[config.mk]
export PLATFORM = sky130hd
export DESIGN_NAME = sgce_ctrl
export DESIGN_NICKNAME = d
export VERILOG_FILES = /design/src/sv/assert_macros.svh /design/src/sv/sgce_pkg.sv /design/src/sv/sgce_ctrl.sv
export SDC_FILE = /design/constraint.sdc
export NUM_CORES = 1
export LEC_CHECK = 0
export BUFFER_PORTS_ARGS = -buffer_cell sky130_fd_sc_hd__buf_4
export CORE_AREA = 2 2 39 41
export DETAILED_ROUTE_END_ITERATION = 12
export DIE_AREA = 0 0 41 43
export GPL_TIMING_DRIVEN = 0
export PLACE_DENSITY = 0.56
export SLEW_MARGIN = 20
export SYNTH_ARGS = -nofsm -noshare
export SYNTH_HDL_FRONTEND = slang
export SYNTH_SLANG_ARGS = --single-unit
[constraint.sdc]
create_clock -name clock -period 2.99 [get_ports clock]
set_clock_uncertainty 0.05 [all_clocks]
set_input_delay 0.897 -clock clock [delete_from_list [all_inputs] [get_ports clock]]
set_output_delay 0.897 -clock clock [all_outputs]
set_load 0.03 [all_outputs]
[src/sv/assert_macros.svh]
// ----------------------------------------------------------------------------
// assert_macros.svh
// assertion macros used by the sphere grid cell enumerator unit
// ----------------------------------------------------------------------------
`ifndef ASSERT_MACROS_SVH
`define ASSERT_MACROS_SVH

// same-cycle implication, disabled during reset
`define SGCE_ASSERT_IMP(label, clk, rst, ante, cons) \
   label: assert property (@(posedge clk) disable iff (rst) (ante) |-> (cons)) \
      else $error("sgce: same-cycle check failed");

// next-cycle implication, disabled during reset
`define SGCE_ASSERT_NXT(label, clk, rst, ante, cons) \
   label: assert property (@(posedge clk) disable iff (rst) (ante) |=> (cons)) \
      else $error("sgce: next-cycle check failed");

`endif

[src/sv/sgce_pkg.sv]
// ----------------------------------------------------------------------------
// sgce_pkg
// types and constants of the sphere grid cell enumerator
// ----------------------------------------------------------------------------
package sgce_pkg;

   localparam int SPAN             = 4;
   localparam int CNT_W            = (SPAN > 1) ? $clog2(SPAN) : 1;
   localparam int POS_W            = 24;
   localparam int RAD_W            = 23;
   localparam int IDX_W            = 16;
   localparam int CS_W             = 4;
   localparam int SHIFT_W          = 5;
   localparam int FRAC_BITS        = 8;
   localparam int CELL_SHIFT_MAX   = 10;
   localparam int CELL_SHIFT_RESET = 4;
   // coordinates of bounds and cell corners, with headroom for one edge
   localparam int COORD_W          = 27;
   // per-axis distance never exceeds the radius
   localparam int D_W              = RAD_W;
   localparam int SQ_W             = 2 * D_W;
   localparam int SUM_W            = SQ_W + 2;

   typedef logic signed [COORD_W-1:0] coord_type;
   typedef logic        [CNT_W-1:0]   cnt_type;
   typedef logic        [IDX_W-1:0]   idx_type;

   typedef struct packed {
      logic load;
      logic bound;
      logic range_calc;
      logic issue;
      logic flush;
   } cmd_type;

   typedef struct packed {
      logic walk_last;
      logic pipe_busy;
      logic pend_valid;
      logic out_blocked;
   } status_type;

endpackage

[src/sv/sgce_ctrl.sv]
// ----------------------------------------------------------------------------
// sgce_ctrl
// sequencer: setup, candidate walk, drain and final flush of one sphere
// ----------------------------------------------------------------------------
module sgce_ctrl (
   input  logic                 clock,
   input  logic                 reset,
   input  logic                 req_valid,
   output logic                 req_stall,
   input  sgce_pkg::status_type status,
   output sgce_pkg::cmd_type    cmd
);
   import sgce_pkg::*;

   typedef enum logic [5:0] {
      ST_IDLE  = 6'b000001,
      ST_BOUND = 6'b000010,
      ST_RANGE = 6'b000100,
      ST_WALK  = 6'b001000,
      ST_DRAIN = 6'b010000,
      ST_FLUSH = 6'b100000
   } state_type;

   state_type state_ff, state_in;

   always_comb begin
      cmd            = '0;
      cmd.load       = (state_ff == ST_IDLE) && req_valid;
      cmd.bound      = (state_ff == ST_BOUND);
      cmd.range_calc = (state_ff == ST_RANGE);
      cmd.issue      = (state_ff == ST_WALK) && !status.out_blocked;
      cmd.flush      = (state_ff == ST_FLUSH) && status.pend_valid && !status.out_blocked;
   end

   assign req_stall = (state_ff != ST_IDLE);

   always_comb begin
      state_in = state_ff;
      unique case (state_ff)
         ST_IDLE: begin
            if (req_valid) state_in = ST_BOUND;
         end
         ST_BOUND: state_in = ST_RANGE;
         ST_RANGE: state_in = ST_WALK;
         ST_WALK: begin
            if (cmd.issue && status.walk_last) state_in = ST_DRAIN;
         end
         ST_DRAIN: begin
            if (!status.pipe_busy) state_in = ST_FLUSH;
         end
         ST_FLUSH: begin
            if (!status.pend_valid || cmd.flush) state_in = ST_IDLE;
         end
         default: state_in = ST_IDLE;
      endcase
   end

   always_ff @(posedge clock) begin
      if (reset) begin
         state_ff <= ST_IDLE;
      end else begin
         state_ff <= state_in;
      end
   end

endmodule

**Word level (Yosys, flattened, before mapping)**

Cells that the tools add are included.

- Flip-flop bits (word level): 6
- Input bits: 7
- Output and inout port bits: 6

- Equality and inequality tests: 11
- Muxes and demuxes: 5
- Reduce and logical (&&, ||, !) cells: 9

Operator list:

| kind | count |
|---|---|
| 6-bit case mux with 6 select lines | 1 |
| 6-bit two-way mux | 4 |
| 6-bit by 1-bit == test with 1-bit output, second input constant | 1 |
| 6-bit by 2-bit == test with 1-bit output, second input constant | 1 |
| 6-bit by 3-bit == test with 1-bit output, second input constant | 1 |
| 6-bit by 4-bit == test with 1-bit output, second input constant | 1 |
| 6-bit by 5-bit == test with 1-bit output, second input constant | 1 |
| 6-bit == test, second input constant | 1 |
| 6-bit by 1-bit != test with 1-bit output, second input constant | 1 |
| 1-bit logical AND | 5 |
| 2-bit by 1-bit != test with 1-bit output, second input constant | 2 |
| 2-bit != test, second input constant | 2 |
| 4-bit AND reduction | 1 |
| 1-bit zero test | 2 |
| 1-bit logical OR | 1 |

**Logic depth before layout (Yosys ltp)**

Gate-level depths: netlist of run 1.

- Depth in word-level cells: 6
- Mapped depth: 5
- Depth with buffers taken out: 4

**Worst setup path before layout of run 1**

Ideal clock, no wire load.

- Kind: register -> output
- Start: register state_ff[1]
- End: output port cmd[4] (netlist bit)
- Arrival: 1.537 ns
- Slack: 0.506 ns
- Stages on the path, launching flop included: 4
- Buffers on the path: 0
- Cell sequence: dfxtp_1 -> nor4_4 -> nand3b_1 -> nor2_1

RTL lines:

| element | line | source |
|---|---|---|
| start, declared | sgce_ctrl.sv:24 | `state_type state_ff, state_in;` |
| start signal, assigned | sgce_ctrl.sv:62 | `state_ff <= state_in;` |
| end, declared | sgce_ctrl.sv:11 | `output sgce_pkg::cmd_type cmd` |

==> parameters.txt, run 1 <==
Parameter                              Value

STA
  Unrepaired setup endpoints after global routing ... false
  Final hold violations ... 0
  Post-layout worst setup margin ... 0.452 ns
  Setup TNS Final ... 0 ns
  Top achievable clock speed ... 0.394 GHz
  Slew of the pin with the lowest slew margin ... 0.297 ns
  Number of max-slew violations in the final report ... 0
  Final setup fails ... 0
  Final period utilization ... 84.9%
  Minimum clock period after layout ... 2.54 ns
  Max-slew headroom at the worst pin ... 80.0%

Synthesis
  Syn_area_per_cell ... 8.78 µm²
  Syn nets ... 55
  Flip-flop cell with the highest count after synthesis ... dfxtp_1
  Gate count of the mapped netlist ... 48
  Warnings from Yosys ... 0
  Cell variety after synth ... 31
  Top-area cell type share of the netlist area ... 28.5%
  Count of flip-flops with a built-in enable after synthesis ... 0
  Total standard cell area after synthesis ... 422 µm²
  Largest cells by area after synthesis ... dfxtp_1 (28%), nor2_1 (6.2%), buf_6 (5.3%)
  Flip-flop and latch count after synthesis ... 6
  Share of synthesized flip-flops with an asynchronous set or reset ... 0%
  Dominant cell type by area after synthesis ... dfxtp_1
  Share of the yosys chip area belonging to registers ... 28.5%

Die
  Top-level port count ... 13
  Horiz. Die Dim ... 41 µm
  Vertical die dimension ... 43 µm
  Initial core utilization ... 30.5%
  Standard-cell rows ... 14
  Standard cell core area ... 1380 µm²
  Total die area ... 1760 µm²

Route
  Via density per instance ... 5.05
  Iter 0 DRT Violations ... 12
  Drt first pass iters ... 6
  Antenna violation net count after detailed routing ... 0
  Total number of vias ... 399
  Average wire per cell in the routed design ... 11.3 µm
  DRC violations left ... 0
  Total wirelength of the detailed-routed design ... 895 µm

Clock network
  Maximum buffer depth of the clock tree ... 2
  Number of setup buffers added after CTS ... 0
  Total number of clock tree sinks ... 6
  Hold Buf Count CTS ... 0
  Clock tree from TritonCTS ... done
  Htree depth ... 1
  Clock insertion delay at the later pin of the skew report ... 0.25 ns
  CTS Buf Count ... 3
  Post_cts resized ... 0
  CTS root buf ... clkbuf_4
  Clock-pin slew reported for the worst setup and hold paths after clock tree synthesis ... 0.05 ns

Place
  Final HPWL DP ... 693 µm
  Port buffer count ... 12
  Placement Setup Slack ... 0.451 ns
  Weighted congestion reported at the end of routability-driven placement ... 0.737

Pwr
  Power Dens Cells ... 643 nW/µm²
  Overall power of the completed layout ... 0.357 mW
  Leakage power summed over all cells ... 0.257 nW
  IR Drop Worst-Case VDD ... 253 µV

Final layout
  Share of the core filled with cells in the final layout ... 40.1%
  Top reg by flops ... state_ff
  Share of cells above drive strength 1 ... 36.5%
  Synthesis-to-finish area growth ... 31.5%
  Commonest cells after routing, fill and taps aside ... buf_4 (12), nor2_1 (7), dfxtp_1 (6), inv_1 (4), clkbuf_4 (3)
  Total Nets Final ... 72
  Number of antenna diodes ... 0
  Registers with the most flip-flops ... state_ff x6
  Most common library cell in the layout ignoring fill and taps ... buf_4
  Max FFs per register ... 6

Setup path
  CP max stage cell ... nor4bb_1
  Required @ worst endpoint ... 2.04 ns
  CP Launch Type ... input port
  Maximum fanout count along the critical path ... 4
  Longest individual stage delay on the worst path ... 0.25 ns
  CP Cell Sequence ... buf_4, nor4bb_1, and2_2, buf_4
  Endpoint class of the critical path ... output port
  Kind of critical path ... in -> out
  Data arrival time at the worst-slack endpoint ... 1.59 ns
  Cell mode on critical path ... buf_4
  Minimum setup slack among reg-to-reg paths ... 1.57 ns

Hold path
  HP Class ... reg -> reg

GRT
  Combined global-route utilization of all metal layers ... 11.4%
  First-pass GRT wire length ... 1320 µm
  Fraction of met2 tracks used by global routing ... 15.9%
  Number of antenna violations at the first check in global routing ... 0
  Pin count of the biggest net entering global routing ... 10
  Vias in the first global route ... 328
  Global-route met1 utilization ... 13.5%
  Total congestion overflow after global routing ... 0
  Layer carrying the most global-route usage ... met2
  GR met3 Demand/Resource ... 3.14%

Run
  Max-capacitance violation count ... 0

Outcome
  Outcome ... complete, no violations
stage by stage:
| stage | instance area, µm² | cells | hold slack, ns |
|---|---|---|---|
| 3_5_place_dp | 532 | 76 | 0.643 |
| 3_3_place_gp | 532 | 76 | 0.626 |
| 4_1_cts | 554 | 79 | 0.652 |
| 5_1_grt | 554 | 79 | 0.677 |
| 6_report | 554 | 79 | 0.645 |
| 2_1_floorplan | 422 | 48 | 0.569 |
area by class of cell:
class | count | area (µm²)
fill | 147 | 830
timing repair buffer | 12 | 90.1
buffer | 2 | 22.5
inverter | 4 | 15.0
tap | 16 | 20.0
multi-input combinational | 36 | 264
clock buffer | 3 | 22.5
sequential | 6 | 120
cell usage after synthesis (all sizes together) (2+ instances only):
| library cell | count |
|---|---|
| buf | 2 |
| dfxtp | 6 |
| inv | 4 |
| nand2 | 2 |
| nand3 | 2 |
| nor2 | 7 |
| nor3 | 2 |
| nor4 | 3 |
| nor4b | 2 |
critical path: cells and delay by family:
family	cells	cell delay (ns)
and+or+nand+nor	2	0.43
buffers and inverters	2	0.27
power breakdown:
group	switching, mW	internal, mW	leakage (nW)
Sequential	0.0149	0.0919	0.0490
Clock	0.0293	0.0454	0.0138
Combinational	0.0957	0.0795	0.195
Total	0.140	0.217	0.257
per-layer routing:
| metal | up-vias | wire length, µm |
|---|---|---|
| met5 | - | 0 |
| met4 | 0 | 19 |
| met3 | 2 | 51 |
| met2 | 14 | 394 |
| met1 | 176 | 429 |
| li1 | 207 | - |
path summary, 6_finish.rpt:
check | startpoint | to | cells after the start
hold / removal | state_ff[0] | state_ff[3] | 4
setup / recovery | status[0] | cmd[0] | 4
hold reg to reg | state_ff[0] | state_ff[3] | 4
setup reg to reg | state_ff[1] | state_ff[5] | 4
cell families (layout without fill, tap and decap cells):
| kind of cell | count (synthesis) | after routing | share of synthesized area, % |
|---|---|---|---|
| DFF | 6 | 6 | 28.5 |
| buffers and inverters | 6 | 21 | 8.90 |
| and+or+nand+nor | 29 | 29 | 49.9 |
| xor gates and xnor gates | 1 | 1 | 2.08 |
| AOI/OAI and AO/OA | 6 | 6 | 10.7 |
Note: power is estimated with default switching activity, not from simulation.
==> run 2: changes to the inputs <==
--- a/config.mk
+++ b/config.mk
@@ -10,7 +10,7 @@
 export DETAILED_ROUTE_END_ITERATION = 12
 export DIE_AREA = 0 0 41 43
 export GPL_TIMING_DRIVEN = 0
-export PLACE_DENSITY = 0.56
+export PLACE_DENSITY = 0.58
 export SLEW_MARGIN = 20
 export SYNTH_ARGS = -nofsm -noshare
 export SYNTH_HDL_FRONTEND = slang
==> constraint.sdc (replaced) <==
create_clock -name clock -period 2.3 [get_ports clock]
set_clock_uncertainty 0.05 [all_clocks]
set_input_delay 0.69 -clock clock [delete_from_list [all_inputs] [get_ports clock]]
set_output_delay 0.69 -clock clock [all_outputs]
set_load 0.03 [all_outputs]
==> run 2 against run 1 <==
Clock power increased by 28%. Register-to-register slack got worse by 0.71 ns. Hold slack got worse by 0.043 ns. Critical path depth unchanged. Die area unchanged. Sequential power increased by 30%.
==> parameters.txt, run 2 (synthesized netlist as in run 1, its figures left out) <==
Parameter                              Value

GRT
  First-pass GRT wire length ... 1480 µm (+12%)
  Combined global-route utilization of all metal layers ... 12.9% (+1.4 points)
  Pin count of the biggest net entering global routing ... 10 (unchanged)
  Total congestion overflow after global routing ... 0 (unchanged)
  Number of antenna violations at the first check in global routing ... 0 (unchanged)
  Vias in the first global route ... 363 (+11%)

Die
  Vertical die dimension ... 43 µm (unchanged)
  Standard cell core area ... 1380 µm² (unchanged)
  Initial core utilization ... 30.5% (unchanged)
  Total die area ... 1760 µm² (unchanged)
  Horiz. Die Dim ... 41 µm (unchanged)
  Standard-cell rows ... 14 (unchanged)
  Top-level port count ... 13 (unchanged)

Final layout
  Number of antenna diodes ... 0 (unchanged)
  Most common library cell in the layout ignoring fill and taps ... buf_4
  Max FFs per register ... 6 (unchanged)
  Share of cells above drive strength 1 ... 36.5% (unchanged)
  Registers with the most flip-flops ... state_ff x6
  Synthesis-to-finish area growth ... 31.5% (unchanged)
  Commonest cells after routing, fill and taps aside ... buf_4 (12), nor2_1 (7), dfxtp_1 (6), inv_1 (4), clkbuf_4 (3)
  Top reg by flops ... state_ff
  Total Nets Final ... 72 (unchanged)

Setup path
  Required @ worst endpoint ... 1.56 ns (-0.48 ns)
  Minimum setup slack among reg-to-reg paths ... 0.86 ns (-0.71 ns)
  CP Launch Type ... flop
  Data arrival time at the worst-slack endpoint ... 1.45 ns (-0.14 ns)
  Critical Path Source ... state_ff[1]
  Endpoint of the worst setup timing path ... cmd[4]
  Maximum fanout count along the critical path ... 6 (+2)
  Terminus of the critical flop-to-flop path ... state_ff[5]
  Register-to-Register Path Depth ... 4 (unchanged)
  Startpoint of the worst-slack reg-to-reg timing path ... state_ff[1]
  Kind of critical path ... reg -> out
  Endpoint class of the critical path ... output port

Clock network
  CTS Buf Count ... 3 (unchanged)
  Clock-pin slew reported for the worst setup and hold paths after clock tree synthesis ... 0.05 ns (about the same)
  Post_cts resized ... 0 (unchanged)
  Hold Buf Count CTS ... 0 (unchanged)
  Total number of clock tree sinks ... 6 (unchanged)
  Htree depth ... 1 (unchanged)
  Clock insertion delay at the later pin of the skew report ... 0.24 ns (about the same)
  Number of setup buffers added after CTS ... 0 (unchanged)
  CTS root buf ... clkbuf_4
  Maximum buffer depth of the clock tree ... 2 (unchanged)
  Clock tree from TritonCTS ... done

STA
  Post-layout worst setup margin ... 0.111 ns (-0.341 ns)
  Top achievable clock speed ... 0.457 GHz
  Setup TNS Final ... 0 ns (unchanged)
  Max-slew headroom at the worst pin ... 80.9% (+0.93 points)
  Final period utilization ... 95.2%
  Slew of the pin with the lowest slew margin ... 0.283 ns (-0.0139 ns)
  Final setup fails ... 0 (unchanged)
  Number of max-slew violations in the final report ... 0 (unchanged)
  Minimum clock period after layout ... 2.19 ns
  Unrepaired setup endpoints after global routing ... false
  Final hold violations ... 0 (unchanged)

Route
  Via density per instance ... 5.13 (+1.5%)
  Total wirelength of the detailed-routed design ... 904 µm (+1.0%)
  DRC violations left ... 0 (unchanged)
  Drt first pass iters ... 2 (-4)
  Antenna violation net count after detailed routing ... 0 (unchanged)
  Iter 0 DRT Violations ... 3 (-9)
  Average wire per cell in the routed design ... 11.4 µm (+1.0%)
  Total number of vias ... 405 (+1.5%)

Hold path
  Number of stages on the worst hold path ... 2 (-2)
  HP Class ... in -> reg

Pwr
  Gate power share ... 49.2% (about the same)
  Leakage power summed over all cells ... 0.257 nW (unchanged)
  Switching power summed over all nets ... 0.181 mW (+29%)
  Clock network fraction of design power ... 20.7% (-0.2 points)
  Sw Share ... 39.1% (-0.14 points)
  Power Dens Cells ... 834 nW/µm² (+30%)
  Power Internal ... 0.282 mW (+30%)
  Sequential fraction of design power ... 30.1% (+0.2 points)
  IR Drop Worst-Case VDD ... 395 µV (+56%)

Run
  Max-capacitance violation count ... 0 (unchanged)

Place
  Final HPWL DP ... 710 µm (+2.5%)
  Placement Setup Slack ... 0.168 ns (-0.283 ns)
  Weighted congestion reported at the end of routability-driven placement ... 0.713 (-3.3%)
  Port buffer count ... 12 (unchanged)

Outcome
  Outcome ... complete, no violations
==> run 2: how the worst min path moves through the flow <==
stage,startpoint,end,slack (ns)
floorplan,state_ff[5],state_ff[3],0.57
global placement,state_ff[0],state_ff[3],0.63
detailed placement,state_ff[0],state_ff[3],0.63
CTS,reset,state_ff[4],0.60
global route,reset,state_ff[2],0.60
finish,reset,state_ff[3],0.60
==> run 2: cell type report <==
cell class,instances,area [µm²]
Buffer,2,22.5
Tap cell,16,20.0
Inverter,4,15.0
Timing Repair Buffer,12,90.1
Fill cell,147,830
Clock buffer,3,22.5
Sequential cell,6,120
Multi-Input combinational cell,36,264
==> run 2: layer usage <==
layer / track usage [%] / vias to the layer above / wire [µm]
li1: - / 209 / -
met4: 12.0 / 0 / 16
met1: 15.5 / 185 / 414
met2: 17.5 / 9 / 424
met3: 3.14 / 2 / 49
met5: 0 / - / 0
==> run 2: metrics by stage <==
stage	instance area, µm²	instances	utilization, %	hold slack, ns	total power [mW]
after CTS	554	79	40.1	0.595	0.471
after detailed placement	532	76	38.4	0.629	0.370
final	554	79	40.1	0.602	0.462
after global placement	532	76	38.4	0.625	0.372
after floorplan	422	48	-	0.569	0.306
after global routing	554	79	40.1	0.603	0.495
==> run 2: power groups by stage <==
stage                     registers (mW)  clock network (mW)  logic, mW
after floorplan                    0.137                   0      0.169
after global placement             0.140                   0      0.231
after detailed placement           0.141                   0      0.230
after CTS                          0.139               0.102      0.231
after global routing               0.142               0.108      0.244
final                              0.139              0.0957      0.228
==> run 2: worst max-delay path, cell delays in order, from the launching register on <==
cell and delay, ns:
dfxtp_1 0.38, nor4_4 0.34, nand3b_1 0.20, nor2_1 0.12, buf_4 0.17
==> run 3: changes to the inputs <==
--- a/config.mk
+++ b/config.mk
@@ -11,7 +11,8 @@
 export DIE_AREA = 0 0 41 43
 export GPL_TIMING_DRIVEN = 0
 export PLACE_DENSITY = 0.58
-export SLEW_MARGIN = 20
+export REMOVE_ABC_BUFFERS = 1
+export SLEW_MARGIN = 5
 export SYNTH_ARGS = -nofsm -noshare
 export SYNTH_HDL_FRONTEND = slang
 export SYNTH_SLANG_ARGS = --single-unit
==> run 3 against run 2 <==
Sequential power grew 9%. Clock power barely moved. Non-clock buffer count is 2 lower. Count of clock-buffer cells in the layout unchanged. Critical path type unchanged. Largest power group unchanged.
==> parameters.txt, run 3 (synthesized netlist as in run 1, its figures left out) <==
Parameter                              Value

STA
  Max-slew headroom at the worst pin ... 79.1% (-1.8 points)
  Number of max-slew violations in the final report ... 0 (unchanged)
  Minimum clock period after layout ... 2.20 ns (+0.0108 ns)
  Top achievable clock speed ... 0.455 GHz (-0.49%)
  Setup TNS Final ... 0 ns (unchanged)
  Final hold violations ... 0 (unchanged)
  Slew of the pin with the lowest slew margin ... 0.313 ns (+0.0291 ns)
  Final period utilization ... 95.7% (+0.47 points)
  Final setup fails ... 0 (unchanged)
  Unrepaired setup endpoints after global routing ... false
  Worst hold slack after final layout ... 0.602 ns (-0.000486 ns)

Setup path
  CP Launch Type ... flop
  Required @ worst endpoint ... 1.56 ns (about the same)
  Data arrival time at the worst-slack endpoint ... 1.46 ns (about the same)
  Maximum fanout count along the critical path ... 6 (unchanged)
  Kind of critical path ... reg -> out
  Endpoint class of the critical path ... output port

Route
  Total number of vias ... 401 (-0.99%)
  Average wire per cell in the routed design ... 11.1 µm (-3.3%)
  Iter 0 DRT Violations ... 6 (+3)
  Via density per instance ... 5.21 (+1.6%)
  Antenna violation net count after detailed routing ... 0 (unchanged)
  Total wirelength of the detailed-routed design ... 852 µm (-5.8%)
  Drt first pass iters ... 4 (+2)
  DRC violations left ... 0 (unchanged)

Final layout
  Registers with the most flip-flops ... state_ff x6
  Most common library cell in the layout ignoring fill and taps ... buf_4
  Share of cells above drive strength 1 ... 34.4% (-2.1 points)
  Total Nets Final ... 70 (-2.8%)
  Share of the core filled with cells in the final layout ... 38.4% (-1.6 points)
  Synthesis-to-finish area growth ... 26.1%
  Commonest cells after routing, fill and taps aside ... buf_4 (12), nor2_1 (7), dfxtp_1 (6), inv_1 (4), clkbuf_4 (3)
  Number of antenna diodes ... 0 (unchanged)
  Top reg by flops ... state_ff
  Final instance area ... 532 µm² (-4.1%)
  Max FFs per register ... 6 (unchanged)

Place
  Weighted congestion reported at the end of routability-driven placement ... 0.711 (-0.15%)
  Placement Cell Area ... 509 µm² (-4.2%)
  Final HPWL DP ... 672 µm (-5.3%)
  Port buffer count ... 12 (unchanged)

GRT
  Layer carrying the most global-route usage ... met2
  Vias in the first global route ... 351 (-3.3%)
  Total congestion overflow after global routing ... 0 (unchanged)
  Number of antenna violations at the first check in global routing ... 0 (unchanged)
  Pin count of the biggest net entering global routing ... 10 (unchanged)
  First-pass GRT wire length ... 1330 µm (-10%)
  Combined global-route utilization of all metal layers ... 11.5% (-1.4 points)
  Fraction of met2 tracks used by global routing ... 15.3% (-2.2 points)
  GR met3 Demand/Resource ... 3.14% (unchanged)
  Global-route met1 utilization ... 14.3% (-1.2 points)

Die
  Standard-cell rows ... 14 (unchanged)
  Horiz. Die Dim ... 41 µm (unchanged)
  Top-level port count ... 13 (unchanged)
  Initial core utilization ... 30.5% (unchanged)
  Standard cell core area ... 1380 µm² (unchanged)
  Total die area ... 1760 µm² (unchanged)
  Vertical die dimension ... 43 µm (unchanged)

Hold path
  HP Class ... in -> reg

Clock network
  CTS root buf ... clkbuf_4
  Clock-pin slew reported for the worst setup and hold paths after clock tree synthesis ... 0.04 ns (about the same)
  Htree depth ... 1 (unchanged)
  CTS Buf Count ... 3 (unchanged)
  Clock insertion delay at the later pin of the skew report ... 0.24 ns (about the same)
  Total number of clock tree sinks ... 6 (unchanged)
  Post_cts resized ... 0 (unchanged)
  Number of setup buffers added after CTS ... 0 (unchanged)
  Maximum buffer depth of the clock tree ... 2 (unchanged)
  Hold Buf Count CTS ... 0 (unchanged)
  Clock tree from TritonCTS ... done

Pwr
  Leakage power summed over all cells ... 0.245 nW (-4.7%)
  IR Drop Worst-Case VDD ... 243 µV (-38%)
  Power Dens Cells ... 842 nW/µm² (+0.93%)

Outcome
  Outcome ... complete, no violations

Run
  Max-capacitance violation count ... 0 (unchanged)
## run 3: cell count changes in the layout (fill, tap and decap cells not counted), sizes merged
cell / before / now
buf: 14 / 12
## run 3: power breakdown
group          leakage (nW)  switching (mW)  internal [mW]
sequential           0.0490          0.0323          0.120
combinational         0.182           0.109         0.0916
clock                0.0138          0.0365         0.0589
## run 3: area by class of cell
class                           instances  area [µm²]
Multi-Input combinational cell         36         264
Clock buffer                            3        22.5
Fill cell                             154         852
Inverter                                4        15.0
Tap cell                               16        20.0
Timing Repair Buffer                   12        90.1
Sequential cell                         6         120
## run 3: critical path: stages (launching register included)
cell,delay [ns]
dfxtp_1,0.37
nor4_4,0.33
nand3b_1,0.21
nor2_1,0.13
buf_4,0.17
## run 3: stage by stage
stage	worst slack [ns]	power, mW	cells
2_1_floorplan	0.0229	0.292	46
3_3_place_gp	0.223	0.357	74
3_5_place_dp	0.201	0.357	74
4_1_cts	0.0859	0.454	77
5_1_grt	0.00439	0.483	77
6_report	0.100	0.448	77
## run 3: metal layers
| layer | part of all wire, % | up-vias |
|---|---|---|
| li1 | - | 203 |
| met1 | 45 | 184 |
| met2 | 47 | 12 |
| met3 | 6.0 | 2 |
| met4 | 1.8 | 0 |
| met5 | 0 | - |
## run 3: worst paths after layout
kind | cells after the start | slack (ns) | to | from
min reg2reg | 2 | 0.65 | state_ff[3] | state_ff[3]
max | 4 | 0.10 | cmd[4] | state_ff[1]
max reg2reg | 4 | 0.90 | state_ff[5] | state_ff[1]
min | 2 | 0.60 | state_ff[3] | reset
